[src/rtl/aabb_affine_transform_assert.svh]
// Assertion macros for the affine box transform.
// Needs clk_i and rst_ni in the scope where a macro is used.
`ifndef AABB_AFFINE_TRANSFORM_ASSERT_SVH
`define AABB_AFFINE_TRANSFORM_ASSERT_SVH

// Same-cycle implication.
`define AAT_ASSERT_IMP(lbl, ant, cons) \
  lbl: assert property (@(posedge clk_i) disable iff (!rst_ni) (ant) |-> (cons)) \
    else $error("aat assertion failed");

// Next-cycle implication.
`define AAT_ASSERT_NXT(lbl, ant, cons) \
  lbl: assert property (@(posedge clk_i) disable iff (!rst_ni) (ant) |=> (cons)) \
    else $error("aat assertion failed");

`endif

[src/rtl/aat_pkg.sv]
`timescale 1ns / 1ps
// Shared types and constants for the affine box transform.
// No dependencies.
package aat_pkg;

  localparam int DATA_W            = 32;
  localparam int NUM_COEFF         = 12;
  localparam int COEFF_IDX_W       = 4;
  localparam int NUM_AXES          = 3;
  localparam int DEF_COORD_WIDTH   = 32;
  localparam int DEF_FRAC_BITS     = 16;

  typedef enum logic {
    KIND_LOAD  = 1'b0,
    KIND_XFORM = 1'b1
  } aat_kind_e;

  typedef logic signed [DATA_W-1:0] aat_word_t;

  // One classified item between front and back
  typedef struct packed {
    aat_kind_e                 kind;
    logic [COEFF_IDX_W-1:0]    idx;
    aat_word_t                 value;
    aat_word_t [NUM_AXES-1:0]  lo;
    aat_word_t [NUM_AXES-1:0]  hi;
    logic                      empty;
  } aat_item_t;

  typedef struct packed {
    logic      valid;
    aat_item_t item;
  } aat_link_t;

endpackage

[src/rtl/aat_if.sv]
`timescale 1ns / 1ps
// Valid/ready channel interfaces for item input and box output.
// Depends on aat_pkg.
interface aat_in_if import aat_pkg::*; ();
  logic                   valid;
  logic                   ready;
  logic                   operation;
  logic [COEFF_IDX_W-1:0] coeff_index;
  logic signed [DATA_W-1:0] coeff_value;
  logic signed [DATA_W-1:0] min_x;
  logic signed [DATA_W-1:0] min_y;
  logic signed [DATA_W-1:0] min_z;
  logic signed [DATA_W-1:0] max_x;
  logic signed [DATA_W-1:0] max_y;
  logic signed [DATA_W-1:0] max_z;

  modport source (output valid, operation, coeff_index, coeff_value,
                  min_x, min_y, min_z, max_x, max_y, max_z, input ready);
  modport sink   (input valid, operation, coeff_index, coeff_value,
                  min_x, min_y, min_z, max_x, max_y, max_z, output ready);
endinterface


[src/rtl/aat_front.sv]
`timescale 1ns / 1ps
// Front end: accepts items, classifies them and queues them for the back end.
// Depends on aat_pkg and aat_in_if.
module aat_front import aat_pkg::*; (
  input  logic      clk_i,
  input  logic      rst_ni,
  aat_in_if.sink    in_i,
  output aat_link_t link_o,
  input  logic      pop_i
);

  aat_item_t q_mem [2];
  logic      wr_ptr_q, wr_ptr_d, rd_ptr_q, rd_ptr_d;
  logic [1:0] cnt_q, cnt_d;
  aat_item_t item;
  logic       push, xfer, pop;

  always_comb begin
    item.kind  = aat_kind_e'(in_i.operation);
    item.idx   = in_i.coeff_index;
    item.value = in_i.coeff_value;
    item.lo    = {in_i.min_z, in_i.min_y, in_i.min_x};
    item.hi    = {in_i.max_z, in_i.max_y, in_i.max_x};
    item.empty = (in_i.min_x > in_i.max_x) || (in_i.min_y > in_i.max_y) ||
                 (in_i.min_z > in_i.max_z);
  end

  assign in_i.ready = (cnt_q != 2'd2);
  assign xfer       = in_i.valid && in_i.ready;
  // loads beyond the last coefficient are dropped here
  assign push = xfer && ((item.kind == KIND_XFORM) ||
                         (item.idx < COEFF_IDX_W'(NUM_COEFF)));
  assign pop  = pop_i && (cnt_q != 2'd0);

  assign link_o.valid = (cnt_q != 2'd0);
  assign link_o.item  = q_mem[rd_ptr_q];

  always_comb begin
    wr_ptr_d = push ? ~wr_ptr_q : wr_ptr_q;
    rd_ptr_d = pop ? ~rd_ptr_q : rd_ptr_q;
    cnt_d    = cnt_q + 2'(push) - 2'(pop);
  end

  always_ff @(posedge clk_i or negedge rst_ni) begin
    if (!rst_ni) begin
      wr_ptr_q <= 1'b0;
      rd_ptr_q <= 1'b0;
      cnt_q    <= 2'd0;
    end else begin
      wr_ptr_q <= wr_ptr_d;
      rd_ptr_q <= rd_ptr_d;
      cnt_q    <= cnt_d;
    end
  end

  always_ff @(posedge clk_i) begin
    if (push) begin
      q_mem[wr_ptr_q] <= item;
    end
  end

endmodule

[src/flat_wrapper.sv]
// flat-port wrapper written by rule: the top's interface ports become plain ports
module aat_front_flat import aat_pkg::*;
  (clk_i, rst_ni, link_o, pop_i, in_i_valid, in_i_operation, in_i_coeff_index, in_i_coeff_value, in_i_min_x, in_i_min_y, in_i_min_z, in_i_max_x, in_i_max_y, in_i_max_z, in_i_ready);
  aat_in_if in_i_i ();
  input  logic clk_i;
  input  logic rst_ni;
  output aat_link_t link_o;
  input  logic pop_i;
  input wire logic [$bits(in_i_i.valid)-1:0] in_i_valid;
  input wire logic [$bits(in_i_i.operation)-1:0] in_i_operation;
  input wire logic [$bits(in_i_i.coeff_index)-1:0] in_i_coeff_index;
  input wire logic [$bits(in_i_i.coeff_value)-1:0] in_i_coeff_value;
  input wire logic [$bits(in_i_i.min_x)-1:0] in_i_min_x;
  input wire logic [$bits(in_i_i.min_y)-1:0] in_i_min_y;
  input wire logic [$bits(in_i_i.min_z)-1:0] in_i_min_z;
  input wire logic [$bits(in_i_i.max_x)-1:0] in_i_max_x;
  input wire logic [$bits(in_i_i.max_y)-1:0] in_i_max_y;
  input wire logic [$bits(in_i_i.max_z)-1:0] in_i_max_z;
  output wire logic [$bits(in_i_i.ready)-1:0] in_i_ready;
  assign in_i_i.valid = in_i_valid;
  assign in_i_i.operation = in_i_operation;
  assign in_i_i.coeff_index = in_i_coeff_index;
  assign in_i_i.coeff_value = in_i_coeff_value;
  assign in_i_i.min_x = in_i_min_x;
  assign in_i_i.min_y = in_i_min_y;
  assign in_i_i.min_z = in_i_min_z;
  assign in_i_i.max_x = in_i_max_x;
  assign in_i_i.max_y = in_i_max_y;
  assign in_i_i.max_z = in_i_max_z;
  assign in_i_ready = in_i_i.ready;
  aat_front u_core (.clk_i(clk_i), .rst_ni(rst_ni), .in_i(in_i_i), .link_o(link_o), .pop_i(pop_i));
endmodule
[config.mk]
export PLATFORM = sky130hd
export DESIGN_NAME = aat_front_flat
export DESIGN_NICKNAME = d
export VERILOG_FILES = /design/src/rtl/aabb_affine_transform_assert.svh /design/src/rtl/aat_pkg.sv /design/src/rtl/aat_if.sv /design/src/rtl/aat_front.sv /design/src/flat_wrapper.sv
export SDC_FILE = /design/constraint.sdc
export NUM_CORES = 1
export LEC_CHECK = 0
export ABC_AREA = 1
export BUFFER_PORTS_ARGS = -buffer_cell sky130_fd_sc_hd__buf_2
export CORE_MARGIN = 5
export CORE_UTILIZATION = 58
export CTS_CLUSTER_DIAMETER = 100
export DETAILED_ROUTE_END_ITERATION = 6
export PLACE_DENSITY = 0.95
export SETUP_SLACK_MARGIN = 0.2
export SYNTH_ARGS = -nofsm -noshare
export SYNTH_HDL_FRONTEND = slang
export SYNTH_SLANG_ARGS = --single-unit
[constraint.sdc]
create_clock -name clk_i -period 32.2 [get_ports clk_i]
set_clock_uncertainty 0.15 [all_clocks]
set_input_delay 1.61 -clock clk_i [delete_from_list [all_inputs] [get_ports clk_i]]
set_output_delay 1.61 -clock clk_i [all_outputs]
set_load 0.01 [all_outputs]
==> reports/qor.tcl <==
set qor(criticalPathCategory) {flop to output port}
set qor(postSynthNetCount) 2017
set qor(final_hold_viol_count) 0
set qor(maximum_number_of_pins_on_one_net_before_global_route_repair) 136
set qor(worst-slew-pin-transition_ns) 1.17
set qor(finalSetupViolations) 0
set qor(cellLeakagePower_nw) 11.1
set qor(critical_path.startpoint_type) {flop}
set qor(max_freq_mhz) 177
set qor(required_ns) 30.44
set qor(global_route_wire_length_before_repair_um) 79000
set qor(timing.critical_path.arrival_ns) 3.88
set qor(cap_violations) 0
set qor(rows) 67
set qor(route.vias.total) 14267
set qor(final-max-slew-violation-count) 0
set qor(initial_util_pct) 58.5
set qor(design.portCount) 465
set qor(clockRootBuffer) {sky130_fd_sc_hd__clkbuf_16}
set qor(synthCells) 1686
set qor(max-vdd-ir-drop_mv) 0.117
set qor(outcome) {finished clean}
set qor(slowest_stage) {sky130_fd_sc_hd__buf_4}
set qor(grt_overflow) 0
set qor(antenna_left) 0
set qor(placement.io_buffers) 464
set qor(leading_cell_types_in_the_layout_fill_and_taps_excluded) {sky130_fd_sc_hd__nand2_1, sky130_fd_sc_hd__buf_2, sky130_fd_sc_hd__edfxtp_1, sky130_fd_sc_hd__inv_1, sky130_fd_sc_hd__ha_1}
set qor(holdBufCountCts) 0
set qor(final.fill_count) 2047
set qor(syn2layout_area_growth_pct) 22.3
set qor(cts_buffers) 46
set qor(layout.nets) 2487
set qor(syn_area_per_cell_sq_um) 11.6
set qor(cts_max_path_buffers) 3
set qor(crit_path_cell_trace) {inv_6 > buf_4 > nand2_1 > nand2_1 > buf_2}
set qor(drive_gt1_share_pct) 25.3
set qor(worstPathMaxFanout) 135
set qor(setup.worst_path.end_class) {output port}
set qor(critical_path.most_common_cell) {sky130_fd_sc_hd__nand2_1}
set qor(final.setup.tns_ns) 0
set qor(ys_warn_count) 0
set qor(period_utilisation_layout_pct) 17.5
set qor(minimum_clock_period_after_layout_ns) 5.64
set qor(layout.cells.most_common) {sky130_fd_sc_hd__nand2_1}
set qor(chipWidth_um) 194
set qor(first_global_vias) 14521
set qor(clk_pin_slew_ns) 0.07
set qor(synth.yosys.seq_area_share_pct) 71.1
set qor(report.power.total_mw) 2.06
set qor(timing.critical_path.slowest_cell_delay_ns) 0.89
set qor(antenna_found_initial) 14
set qor(dieHeight_um) 194
set qor(clock_h_tree_levels) 2
set qor(synth.lib_cells_used.distinct) 27
set qor(clock_insertion_delay_at_the_later_pin_of_the_skew_report_ns) 0.55
set qor(post_drt_via_cell_ratio) 5.38
set qor(post_drt_wl_per_cell_um) 19.6
set qor(post_cts_resized) 0
set qor(drtIter0Drc) 1287
set qor(synth_seq_cells) 464
set qor(grt_setup_unrepaired) {false}
set qor(coreArea_sq_um) 33400
set qor(detail_route.drc_violations) 0
set qor(detailedRoute.firstPassIterationCount) 6
set qor(gp_congestion) 0.882
set qor(cell_area_synth_sq_um) 19600
set qor(timing.max_slew.rel_slack_pct) 22.2
set qor(p_per_area_nw_per_um2) 86.0
set qor(place.detailed.hpwl_um) 35200
set qor(total_die_area_sq_um) 37500
set qor(finalWirelength_um) 51900
set qor(cts.sinks) 464
set qor(postCtsSetupRepairBufs) 0
set qor(clock_tree_from_tritoncts) {built}
set qor(holdCritPathClass) {flop to flop}
set qor(globalRouteTotalUtil_pct) 26.5
-- cells by family after synthesis --
kind of cell	after synthesis	synth area share, %
AND/OR/NAND/NOR	882	17.3
flip-flops	464	71.1
buffers and inverters	192	3.85
adder cells (fa/ha/maj)	98	6.26
AO/OA/AOI/OAI	47	1.32
XOR/XNOR	3	0.134
-- metal layers --
metal	vias up	track usage [%]	routed length (um)
met3	154	6.12	4860
li1	6534	-	-
met4	4	11.0	2140
met1	6719	31.1	17900
met2	856	46.9	27000
met5	-	0	27
-- critical path, delay by kind of cell (launching register included) --
kind | cells | cell delay [ns]
simple gates | 2 | 0.41
buf+inv | 3 | 1.89
flops | 1 | 0.78
-- report_power, final --
group	leakage (nW)	switching, mW	internal, mW
Clock	0.773	0.220	0.341
Combinational	5.98	0.442	0.199
Sequential	4.30	0.0458	0.809
-- flip-flops by register name, summed over array words and instances, names as in the netlist --
| register | flops |
|---|---|
| u_core.q_mem | 460 |
| u_core.wr_ptr_q | 1 |
| u_core.rd_ptr_q | 1 |
| u_core.cnt_q | 2 |
-- layout make-up --
cell class / count / area, sq um / share of cell area [%]
Clock buffer: 59 / 1260 / 5.28
Clock inverter: 22 / 315 / 1.32
Sequential cell: 464 / 13900 / 58.1
Antenna cell: 13 / 32.5 / 0.136
Timing Repair Buffer: 473 / 2390 / 9.98
Multi-Input combinational cell: 1030 / 4920 / 20.6
Tap cell: 448 / 561 / 2.34
Inverter: 141 / 534 / 2.23
-- path summary, 6_finish.rpt --
check,startpoint,endpoint,slack [ns],cells past startpoint
min in group asynchronous,rst_ni,u_core.wr_ptr_q,0.71,1
worst max-delay path,u_core.rd_ptr_q,link_o[164],26.56,5
worst max register to register,u_core.cnt_q[1],u_core.q_mem[0][42],28.10,7
worst min-delay path,u_core.wr_ptr_q,u_core.wr_ptr_q,0.48,2
worst min register to register,u_core.wr_ptr_q,u_core.wr_ptr_q,0.48,2
max in group asynchronous,rst_ni,u_core.rd_ptr_q,31.05,1
-- synth_stat cells --
| cell type | count | area (sq um) |
|---|---|---|
| sky130_fd_sc_hd__nor3b_2 | 2 | 25.0 |
| sky130_fd_sc_hd__nand3_1 | 11 | 55.1 |
| sky130_fd_sc_hd__buf_2 | 26 | 130 |
| sky130_fd_sc_hd__buf_1 | 2 | 7.51 |
| sky130_fd_sc_hd__or2_2 | 1 | 6.26 |
| sky130_fd_sc_hd__clkinv_1 | 1 | 3.75 |
| sky130_fd_sc_hd__dfrtp_1 | 4 | 100 |
| sky130_fd_sc_hd__inv_2 | 1 | 3.75 |
| sky130_fd_sc_hd__o21bai_1 | 1 | 7.51 |
| sky130_fd_sc_hd__inv_1 | 139 | 522 |
| sky130_fd_sc_hd__nand4_1 | 10 | 62.6 |
| sky130_fd_sc_hd__nand2_2 | 2 | 12.5 |
| sky130_fd_sc_hd__a21oi_1 | 33 | 165 |
| sky130_fd_sc_hd__xor2_1 | 1 | 8.76 |
| sky130_fd_sc_hd__nor2_2 | 3 | 18.8 |
| sky130_fd_sc_hd__nor2_1 | 35 | 131 |
| sky130_fd_sc_hd__xnor2_1 | 2 | 17.5 |
| sky130_fd_sc_hd__nand2_1 | 815 | 3060 |
| sky130_fd_sc_hd__ha_1 | 98 | 1230 |
| sky130_fd_sc_hd__o21ai_0 | 4 | 20.0 |
| sky130_fd_sc_hd__a31oi_1 | 1 | 6.26 |
| sky130_fd_sc_hd__nand3_2 | 2 | 20.0 |
| sky130_fd_sc_hd__clkbuf_1 | 23 | 86.3 |
| sky130_fd_sc_hd__a21o_1 | 6 | 45.0 |
| sky130_fd_sc_hd__o21a_1 | 2 | 15.0 |
| sky130_fd_sc_hd__edfxtp_1 | 460 | 13800 |
| sky130_fd_sc_hd__nor3_1 | 1 | 5.00 |
-- per-stage QoR --
| stage | hold WS (ns) | util, % | setup WS (ns) | cell area [sq um] | instances |
|---|---|---|---|---|---|
| CTS | 0.475 | 71.5 | 26.69 | 23900 | 2637 |
| finish | 0.476 | 71.6 | 26.56 | 23900 | 2650 |
| global route | 0.503 | 71.6 | 26.44 | 23900 | 2649 |
| global placement | 0.434 | 66.7 | 27.10 | 22300 | 2556 |
| floorplan | 0.354 | - | 19.71 | 19600 | 1686 |
| detailed placement | 0.460 | 66.7 | 26.94 | 22300 | 2556 |
Note: power is estimated with default switching activity, not from simulation.
